$ cat config.mk
export PLATFORM = sky130hd
export DESIGN_NAME = lpmr_out_q
export DESIGN_NICKNAME = d
export VERILOG_FILES = /design/src/sv/length_prefixed_message_ring_defines.svh /design/src/sv/lpmr_pkg.sv /design/src/sv/lpmr_out_q.sv
export SDC_FILE = /design/constraint.sdc
export NUM_CORES = 1
export LEC_CHECK = 0
export ABC_CLOCK_PERIOD_IN_PS = 3900
export BUFFER_PORTS_ARGS = -buffer_cell sky130_fd_sc_hd__buf_2
export CAP_MARGIN = 0
export CORE_MARGIN = 4
export CORE_UTILIZATION = 53
export CTS_BUF_LIST = sky130_fd_sc_hd__clkbuf_4
export CTS_CLUSTER_SIZE = 12
export DETAILED_ROUTE_END_ITERATION = 16
export GPL_TIMING_DRIVEN = 0
export PLACE_DENSITY = 0.81
export SYNTH_ARGS = -nofsm -noshare
export SYNTH_HDL_FRONTEND = slang
export SYNTH_SLANG_ARGS = --single-unit
$ cat constraint.sdc
create_clock -name clk -period 3.9 [get_ports clk]
set_input_delay 0.39 -clock clk [delete_from_list [all_inputs] [get_ports clk]]
set_output_delay 0.39 -clock clk [all_outputs]
set_load 0.01 [all_outputs]
$ cat src/sv/length_prefixed_message_ring_defines.svh
// Assertion macros for the length-prefixed message ring.
// Included by the top level; expects clk and rst_n in scope where used.
`ifndef LENGTH_PREFIXED_MESSAGE_RING_DEFINES_SVH
`define LENGTH_PREFIXED_MESSAGE_RING_DEFINES_SVH
`ifndef NO_ASSERTIONS
// Check a property on every rising clock edge outside reset
`define LPMR_ASSERT(label, prop, msg) \
    label: assert property (@(posedge clk) disable iff (!rst_n) prop) else $error(msg);
// Check that a condition never holds outside reset
`define LPMR_ASSERT_NEVER(label, cond, msg) \
    label: assert property (@(posedge clk) disable iff (!rst_n) !(cond)) else $error(msg);
`else
`define LPMR_ASSERT(label, prop, msg)
`define LPMR_ASSERT_NEVER(label, cond, msg)
`endif
`endif

$ cat src/sv/lpmr_pkg.sv
// Shared types, codes and header byte helpers for the message ring.
// No dependencies; imported by every module of the block.
`default_nettype none

package lpmr_pkg;

    // Action codes of an input item
    localparam logic [2:0] ACT_PUSH_START = 3'd0;
    localparam logic [2:0] ACT_PUSH_BYTE  = 3'd1;
    localparam logic [2:0] ACT_POP_HEADER = 3'd2;
    localparam logic [2:0] ACT_POP_BYTE   = 3'd3;
    localparam logic [2:0] ACT_CLEAR      = 3'd4;

    // Status codes of a result item
    localparam logic [2:0] STS_OK        = 3'd0;
    localparam logic [2:0] STS_FULL      = 3'd1;
    localparam logic [2:0] STS_EMPTY     = 3'd2;
    localparam logic [2:0] STS_TOO_LARGE = 3'd3;
    localparam logic [2:0] STS_SEQ       = 3'd4;

    // Width of a byte count and of a header byte index
    localparam int CNT_W  = 13;
    localparam int HIDX_W = 4;

    typedef struct packed {
        logic [2:0]  status;
        logic [7:0]  out_byte;
        logic [11:0] msg_length;
        logic        last;
    } rsp_t;

    // Byte of a little-endian length header; bytes above the count are zero
    function automatic logic [7:0] hdr_byte(input logic [CNT_W-1:0] count,
                                            input logic [HIDX_W-1:0] idx);
        logic [7:0] b;
        case (idx)
            4'd0:    b = count[7:0];
            4'd1:    b = {3'b000, count[12:8]};
            default: b = 8'd0;
        endcase
        return b;
    endfunction

    // Merge one header byte into the length being assembled
    function automatic logic [CNT_W-1:0] hdr_merge(input logic [CNT_W-1:0] acc,
                                                   input logic [7:0] data,
                                                   input logic [HIDX_W-1:0] idx);
        logic [CNT_W-1:0] r;
        case (idx)
            4'd0:    r = {acc[12:8], data};
            4'd1:    r = {data[4:0], acc[7:0]};
            default: r = acc;
        endcase
        return r;
    endfunction

endpackage

`default_nettype wire

$ cat src/sv/lpmr_out_q.sv
// Two-entry result queue that parts the sequencer from the result channel.
// Depends on lpmr_pkg for the result item type.
`default_nettype none

module lpmr_out_q
    import lpmr_pkg::*;
(
    input  logic clk,
    input  logic rst_n,
    input  logic push,
    input  rsp_t push_data,
    output logic space,
    output logic valid,
    input  logic stall,
    output rsp_t head
);

    logic [1:0] count_reg;
    logic [1:0] count_next;
    rsp_t       head_reg;
    rsp_t       head_next;
    rsp_t       tail_reg;
    rsp_t       tail_next;
    logic       pop;

    assign valid = (count_reg != 2'd0);
    assign space = (count_reg != 2'd2);
    assign pop   = valid && !stall;
    assign head  = head_reg;

    // Advance the queue on push and pop
    always_comb
    begin
        count_next = count_reg;
        head_next  = head_reg;
        tail_next  = tail_reg;
        case (count_reg)
            2'd0:
            begin
                if (push)
                begin
                    head_next  = push_data;
                    count_next = 2'd1;
                end
            end
            2'd1:
            begin
                if (pop && push)
                begin
                    head_next = push_data;
                end
                else if (pop)
                begin
                    count_next = 2'd0;
                end
                else if (push)
                begin
                    tail_next  = push_data;
                    count_next = 2'd2;
                end
            end
            2'd2:
            begin
                if (pop)
                begin
                    head_next = tail_reg;
                    if (push)
                    begin
                        tail_next = push_data;
                    end
                    else
                    begin
                        count_next = 2'd1;
                    end
                end
            end
            default:
            begin
                count_next = 2'd0;
            end
        endcase
    end

    // Hold the fill count
    always_ff @(posedge clk or negedge rst_n)
    begin
        if (!rst_n)
        begin
            count_reg <= 2'd0;
        end
        else
        begin
            count_reg <= count_next;
        end
    end

    // Hold the queued items
    always_ff @(posedge clk)
    begin
        head_reg <= head_next;
        tail_reg <= tail_next;
    end

endmodule

`default_nettype wire

==> results, run 1 <==
- The flow ran to the end, and the final reports show no timing, DRC or antenna violations.
- The TritonCTS clock tree is yes.
- Summed over all cells, the static leakage comes to roughly 0.96 nW.
- The number of setup violations in the final report is 0.
- The number of standard cells after synthesis is 92.
- The cell row count is 21.
- The library cell used most frequently in the layout, excluding fill and tap cells, is buf_2.
- The first global-routing pass estimated roughly 5000 um of wire.
- In the layout the commonest cells are buf_2 (53), edfxtp_1 (48), mux2_4 (19).
- By startpoint and endpoint, the worst setup path is classified as flip-flop to flip-flop.
- The first routing iteration left 80 violations.
- Pin placement for this block handled 54 I/O pins.
- The H-tree depth reported by CTS is 2.
- The worst min-delay path category is primary input to flip-flop.
- Setup repair after global routing left no endpoint under its margin.
- The post-CTS setup buffer count is 0.
- Entering global routing, the biggest net connects 16 pins.
- The routability-driven placement congestion ratio is around 0.65.
- Walking the worst path, the cells encountered are or3b_2 -> a21boi_2 -> buf_8.
- The mapped netlist covers roughly 2000 um^2.
- The worst slew margin relative to its limit is between 50% and 60%.
- The area growth from synthesis to final layout is 22.8%.
- The power per cell area is approximately 490 nW/um^2.
- After detailed routing, the total wire length is roughly 3200 um.
- The number of buffer and inverter instances along the worst setup path is 1.
- A synthesized cell averages ~22 um^2.
- For this run, the register share of the synthesized area comes to approximately three quarters.
- The slowest cell on the critical path is a21boi_2.
- Once detail routing completed, the nets flagged for antenna violations numbered 0.
- The total count of hold-check failures in the final report is 0.
- Summed over all nets, the half-perimeter wirelength after detailed placement is ~2500 um.
- CTS saw 50 sinks.
- The required time of the critical path is just under 4 ns.
- Data on the critical path arrives at its endpoint at 2.21 ns.
- In the final design database the tool counted approximately 180 nets.
- The maximum number of buffers from clock root to sink is 2.
- The final period utilization is between 50% and 60%.
- The design draws between 0.001 and 0.0015 W.
- For the final database, setup skew stands at 0.00500 ns.
- Yosys printed 0 warnings.
- Synthesis produced a netlist with a net count of 120.
- The start point of the worst hold path is push_data[3].
- For this run, design rule violations remaining after detail routing come to 0.
- After clock tree synthesis, the flow added hold-fix buffers numbering 1.
- The finished layout cell area is 2440 um^2.
- The via count of the first global-routing pass is approximately 1100.
- The clock insertion delay at the later pin of the skew report is ~0.34 ns.
- Once placement finished, the instance area stood at 2350 um^2.
- The share of post-route cells with drive strength above 1 is about 61%.
- The max capacitance violation total is 0.
- The floorplan step defined a core boundary enclosing ~3500 um^2.
- The unique cell type count in the Yosys netlist is 21.
- In the final timing run, aggregate negative setup slack is 0 ns.
- The nature of the critical path endpoint is a flip-flop.
- The number of flip-flops and latches in the synthesized netlist is 50.
- The startpoint of the most critical setup path is count_reg[0]$_DFFE_PN0P_.
- The worst flop-to-flop path startpoint is count_reg[0]$_DFFE_PN0P_.
- Along the worst path, the maximum fanout reaches 13.
- The global router's overall resource usage is 13.6%.
- The initial antenna violation count is 0.
- The minimum period implied by the final worst setup slack is approximately 2.1 ns.
- Detailed routing inserted a total of ~1000 vias.
- The fraction of met3 tracks used by global routing is around 5.7%.
- After global routing the overflow that remains totals 0.
- After detailed routing, the number of vias per cell comes to 4.94.
- The category of cells accounting for the largest share of critical-path delay is compound AO/OA/AOI/OAI gates.
- Global routing consumed, on the met2 layer, between 20% and 30% of the routing resources.
- The count of final max-slew check failures was 0.
- The biggest cell delay along the critical path is roughly 0.62 ns.
- The die span in x is roughly 69 um.
- Once the floorplan was initialized, standard cells occupied 57.3% of the core.
- The overall die height is between 60 and 70 um.
- Port buffering added 53 buffers.
- The register clock-pin slew on the reported worst setup and hold paths is 0.13 ns.
- IR analysis of the VDD net gives a maximum drop of around 0.29 mV.
- The most crowded layer after global routing is met2.
- The area enclosed by the die boundary is around 4800 um^2.
- In this run, CTS created clock tree buffers numbering 5.
- The critical path launch point type is a flip-flop.
- The transition time of the tightest slew-check pin is around 0.74 ns.
- The number of antenna cells inserted is 0.
- The number of gates given a new drive strength after cts is 0.
- The post-detailed-route wirelength per cell is between 15 and 20 um.
- The global-route met1 utilization is between 10% and 20%.
- Timing would allow up to 466 MHz.
- The tree is rooted in a clkbuf_4.
- The final hold slack is 0.229 ns.
- The pre-antenna-repair detailed-routing pass consisted of 3 iterations.
==> kinds of logic (layout without fill, tap and decap cells) <==
family	after synthesis	in the layout	share of synthesized area [%]
muxes	24	24	17.2
DFF	50	50	75.1
AOI/OAI and AO/OA	4	4	1.32
buffers and inverters	4	68	2.77
and+or+nand+nor	10	10	3.65
==> where the power goes <==
group	internal, W	switching (W)	leakage, nW
clock	0.000150	0.000143	0.0463
combinational	0.000110	0.000104	0.435
sequential	0.000664	0.0000184	0.475
total	0.000924	0.000266	0.956
==> per-layer routing <==
layer | vias up | part of all wire, %
met5 | - | 0
met4 | 0 | 0
met3 | 0 | 7.1
met2 | 35 | 54
met1 | 479 | 39
li1 | 483 | -
==> Yosys cell counts <==
master     n  share of area [%]
buf_6      1               0.57
edfxtp_1  48                 73
o21ai_0    1               0.25
or2_2      1               0.32
o211ai_1   1               0.38
and2_1     1               0.32
or3b_2     1               0.44
nand2_1    1               0.19
dfrtp_1    2                2.5
nor2b_2    1               0.44
nor2_1     1               0.19
nand3b_1   1               0.38
a21boi_0   1               0.38
o22ai_1    1               0.32
or4bb_1    1               0.57
nand2b_1   1               0.32
inv_1      1               0.19
mux2_4    19                 14
buf_12     2                2.0
mux2_2     5                2.8
or4b_1     1               0.50
==> layout make-up <==
class                      instances  area (um^2)
clock inverter                     1         30.0
buffer                             3         51.3
sequential                        50         1490
timing repair buffer              56          305
inverter                           1         3.75
clock buffer                       7         52.6
fill                             249         1030
multi-input combinational         38          448
tap                               46         57.6
==> worst register-to-register path, cell delays in order, from the launching register on <==
cell and delay (ns):
dfrtp_1 0.47, or3b_2 0.54, a21boi_2 0.62, buf_8 0.24
==> through the flow <==
| step | cells | setup slack, ns | utilization [%] |
|---|---|---|---|
| 2_1_floorplan | 92 | 0.777 | - |
| 3_3_place_gp | 191 | 0.0463 | 66.6 |
| 3_5_place_dp | 193 | 1.69 | 67.7 |
| 4_1_cts | 202 | 1.71 | 70.3 |
| 5_1_grt | 202 | 1.63 | 70.3 |
| 6_report | 202 | 1.75 | 70.3 |
==> path summary, 6_finish.rpt <==
| kind | to | slack [ns] | cells after the start |
|---|---|---|---|
| hold reg to reg | head[22]$_DFFE_PP_ | 0.56 | 1 |
| hold / removal | tail_reg[3]$_DFFE_PP_ | 0.23 | 1 |
| setup / recovery | tail_reg[12]$_DFFE_PP_ | 1.75 | 3 |
| min in group asynchronous | count_reg[1]$_DFFE_PN0P_ | 0.35 | 2 |
| max in group asynchronous | count_reg[0]$_DFFE_PN0P_ | 3.46 | 2 |
| setup reg to reg | tail_reg[12]$_DFFE_PP_ | 1.75 | 3 |
No activity file was read; power rests on OpenSTA's default activity.
==> inputs of run 2 (changes only) <==
--- a/config.mk
+++ b/config.mk
@@ -5,16 +5,16 @@
 export SDC_FILE = /design/constraint.sdc
 export NUM_CORES = 1
 export LEC_CHECK = 0
-export ABC_CLOCK_PERIOD_IN_PS = 3900
+export ABC_CLOCK_PERIOD_IN_PS = 1790
 export BUFFER_PORTS_ARGS = -buffer_cell sky130_fd_sc_hd__buf_2
 export CAP_MARGIN = 0
 export CORE_MARGIN = 4
-export CORE_UTILIZATION = 53
+export CORE_UTILIZATION = 48
 export CTS_BUF_LIST = sky130_fd_sc_hd__clkbuf_4
 export CTS_CLUSTER_SIZE = 12
 export DETAILED_ROUTE_END_ITERATION = 16
 export GPL_TIMING_DRIVEN = 0
-export PLACE_DENSITY = 0.81
+export PLACE_DENSITY = 0.77
 export SYNTH_ARGS = -nofsm -noshare
 export SYNTH_HDL_FRONTEND = slang
 export SYNTH_SLANG_ARGS = --single-unit
==> constraint.sdc (replaced) <==
create_clock -name clk -period 1.79 [get_ports clk]
set_input_delay 0.179 -clock clk [delete_from_list [all_inputs] [get_ports clk]]
set_output_delay 0.179 -clock clk [all_outputs]
set_load 0.01 [all_outputs]
==> results, run 2 (same netlist as run 1, synthesis figures left out) <==
- Status: completed (unchanged).
- The setup skew after layout was 0.00983 ns (was 0.00500 ns).
- The endpoint of the worst-slack reg-to-reg timing path is tail_reg[9]$_DFFE_PP_ (was tail_reg[12]$_DFFE_PP_).
- The global router's overall resource usage was 14.1% (was 13.6%).
- The nature of the critical path endpoint is a flip-flop (unchanged).
- The TritonCTS clock tree is yes (unchanged).
- The final cell utilization of the core is 67.3% (was 70.3%).
- The worst min-delay path category was primary input to asynchronous set/reset pin (was primary input to flip-flop).
- The count of final max-slew check failures is 0 (unchanged).
- The worst reg-to-reg path cell count is 2 (was 3).
- The mean number of vias per cell was 4.86 (was 4.94).
- The H-tree depth reported by CTS was 2 (unchanged).
- The final period utilization came to 95.5% (was 55.0%).
- The power per cell area is 928 nW/um^2 (was 488 nW/um^2).
- The transition time of the tightest slew-check pin is 0.683 ns (was 0.742 ns).
- The number of nets in the finished design came to 208 (was 183).
- The register clock-pin slew on the reported worst setup and hold paths is 0.13 ns (about the same).
- The area enclosed by the die boundary was 5230 um^2 (was 4790 um^2).
- The highest attainable clock frequency is 585 MHz (was 466 MHz).
- The number of ports placed on the die boundary is 54 (unchanged).
- The CTS buffer count is 5 (unchanged).
- The reg2reg setup slack is 0.08 ns (was 1.75 ns).
- The max capacitance violation total was 0 (unchanged).
- The largest fanout on the critical path is 12 (was 13).
- The routed wire length is 3660 um (was 3160 um).
- The number of I/O port buffers is 53 (unchanged).
- The arrival time at the worst endpoint is 1.73 ns (was 2.21 ns).
- The worst setup timing slack at the placement stage is -0.252 ns (was 1.69 ns).
- Most frequent cells in the layout: buf_2 (53), edfxtp_1 (48), dlygate4sd3_1 (25) (was buf_2 (53), edfxtp_1 (48), mux2_4 (19)).
- The share of post-route cells with drive strength above 1 is 53.0% (was 60.9%).
- The starting utilization of the core area was 49.7% (was 57.3%).
- The number of routed nets with antenna violations is 0 (unchanged).
- The routability-driven placement congestion ratio was 0.635 (was 0.653).
- The first-pass GRT wire length is 5490 um (was 5040 um).
- The number of design rule violations left after detail routing came to 0 (unchanged).
- The largest net degree at the start of global routing came to 25 (was 16).
- The core region area was 4000 um^2 (was 3470 um^2).
- The minimum period implied by the final worst setup slack came to 1.71 ns (was 2.15 ns).
- The worst flop-to-flop path startpoint is count_reg[0]$_DFFE_PN0P_ (unchanged).
- The maximum number of buffers from clock root to sink is 2 (unchanged).
- The detailed placement HPWL is 2340 um (was 2460 um).
- The instance area at placement is 2330 um^2 (was 2350 um^2).
- The detailed-route via count is 1122 (was 997).
- The overall die height is 72.3 um (was 69.2 um).
- The clock insertion delay at the later pin of the skew report came to 0.35 ns (was 0.34 ns).
- The first-pass iteration count of the detailed router is 4 (was 3).
- The slowest cell on the critical path is or3b_4 (was a21boi_2).
- The die span in x is 72.3 um (was 69.2 um).
- The critical path launch point type is a flip-flop (unchanged).
- The total count of hold-check failures in the final report is 0 (unchanged).
- The biggest cell delay along the critical path is 0.48 ns (was 0.62 ns).
- Setup repair after global routing missed its margin: false (unchanged).
- The number of buffer and inverter instances along the worst setup path was 0 (was 1).
- The static power due to leakage is 1.05 nW (was 0.956 nW).
- The required time of the critical path is 1.81 ns (was 3.97 ns).
- The category of cells accounting for the largest share of critical-path delay is simple AND/OR/NAND/NOR gates (was compound AO/OA/AOI/OAI gates).
- The number of antenna cells inserted is 0 (unchanged).
- The area growth from synthesis to final layout is 35.5% (was 22.8%).
- The initial antenna violation count is 0 (unchanged).
- The via count of the first global-routing pass was 1133 (was 1094).
- The most common cell after layout, fill and taps aside is buf_2 (unchanged).
- The largest vdd supply drop is 0.461 mV (was 0.292 mV).
- The clock root buffer is clkbuf_4 (unchanged).
- The clock sink count was 50 (unchanged).
- The DRC violation total after the first TritonRoute iteration is 72 (was 80).
- The worst setup path category was flip-flop to flip-flop (unchanged).
- The setup slack after layout was 0.0803 ns (was 1.75 ns).
- The sum of overflow across all layers after global routing is 0 (unchanged).
- The number of setup violations in the final report is 0 (unchanged).
- Critical Path, Cell by Cell: or3b_4 -> a21boi_4 (was or3b_2 -> a21boi_2 -> buf_8).
- The finished layout cell area came to 2690 um^2 (was 2440 um^2).
- The post-detailed-route wirelength per cell came to 15.9 um (was 15.6 um).
- The cell row count is 23 (was 21).
- The worst slew margin relative to its limit is 54.4% (was 50.2%).
-- run 2: worst max path at each step --
stage | cells after the start | end | slack (ns) | start
floorplan | 2 | tail_reg[0]$_DFFE_PP_ | 0.07 | count_reg[0]$_DFFE_PN0P_
global placement | 2 | head[7]$_DFFE_PP_ | -0.15 | count_reg[1]$_DFFE_PN0P_
detailed placement | 2 | head[16]$_DFFE_PP_ | -0.25 | count_reg[1]$_DFFE_PN0P_
CTS | 2 | head[16]$_DFFE_PP_ | 0.04 | count_reg[1]$_DFFE_PN0P_
global route | 2 | tail_reg[21]$_DFFE_PP_ | 0.02 | count_reg[0]$_DFFE_PN0P_
finish | 2 | tail_reg[9]$_DFFE_PP_ | 0.08 | count_reg[0]$_DFFE_PN0P_
-- run 2: where the power goes --
group / switching (W) / internal, W
Clock: 0.000319 / 0.000163
Sequential: 0.0000396 / 0.00145
Combinational: 0.000252 / 0.000277
Total: 0.000611 / 0.00189
-- run 2: layout make-up --
| cell class | count | area [um^2] |
|---|---|---|
| clock buffer | 6 | 45.0 |
| buffer | 3 | 51.3 |
| inverter | 1 | 3.75 |
| clock inverter | 2 | 8.76 |
| timing repair buffer | 79 | 536 |
| sequential | 50 | 1490 |
| tap | 50 | 62.6 |
| fill | 284 | 1310 |
| multi-input combinational | 40 | 493 |
-- run 2: metal layers --
metal  GRT usage (%)  vias up  part of all wire [%]
met2            25.5       44                    51
met1            16.0      528                    42
met5               0        -                     0
li1                -      544                     -
met3            4.57        6                   6.4
met4            3.76        0                  0.87
-- run 2: timing repair --
item,in CTS,in global routing
pin swaps,1,2
hold endpoints to repair,18,8
hold buffers,17,8
cloned,1,1
endpoints found under the setup margin,48,36
setup buffers,0,1
resized for setup,2,1
-- run 2: through the flow --
stage	power [W]	hold WS [ns]	setup TNS (ns)	std cells
2_1_floorplan	0.00180	-0.117	0	92
3_3_place_gp	0.00195	-0.0362	-5.71	195
3_5_place_dp	0.00198	-0.0328	-10.35	195
4_1_cts	0.00250	0.00175	0	221
5_1_grt	0.00263	0.0754	0	231
6_report	0.00250	0.111	0	231
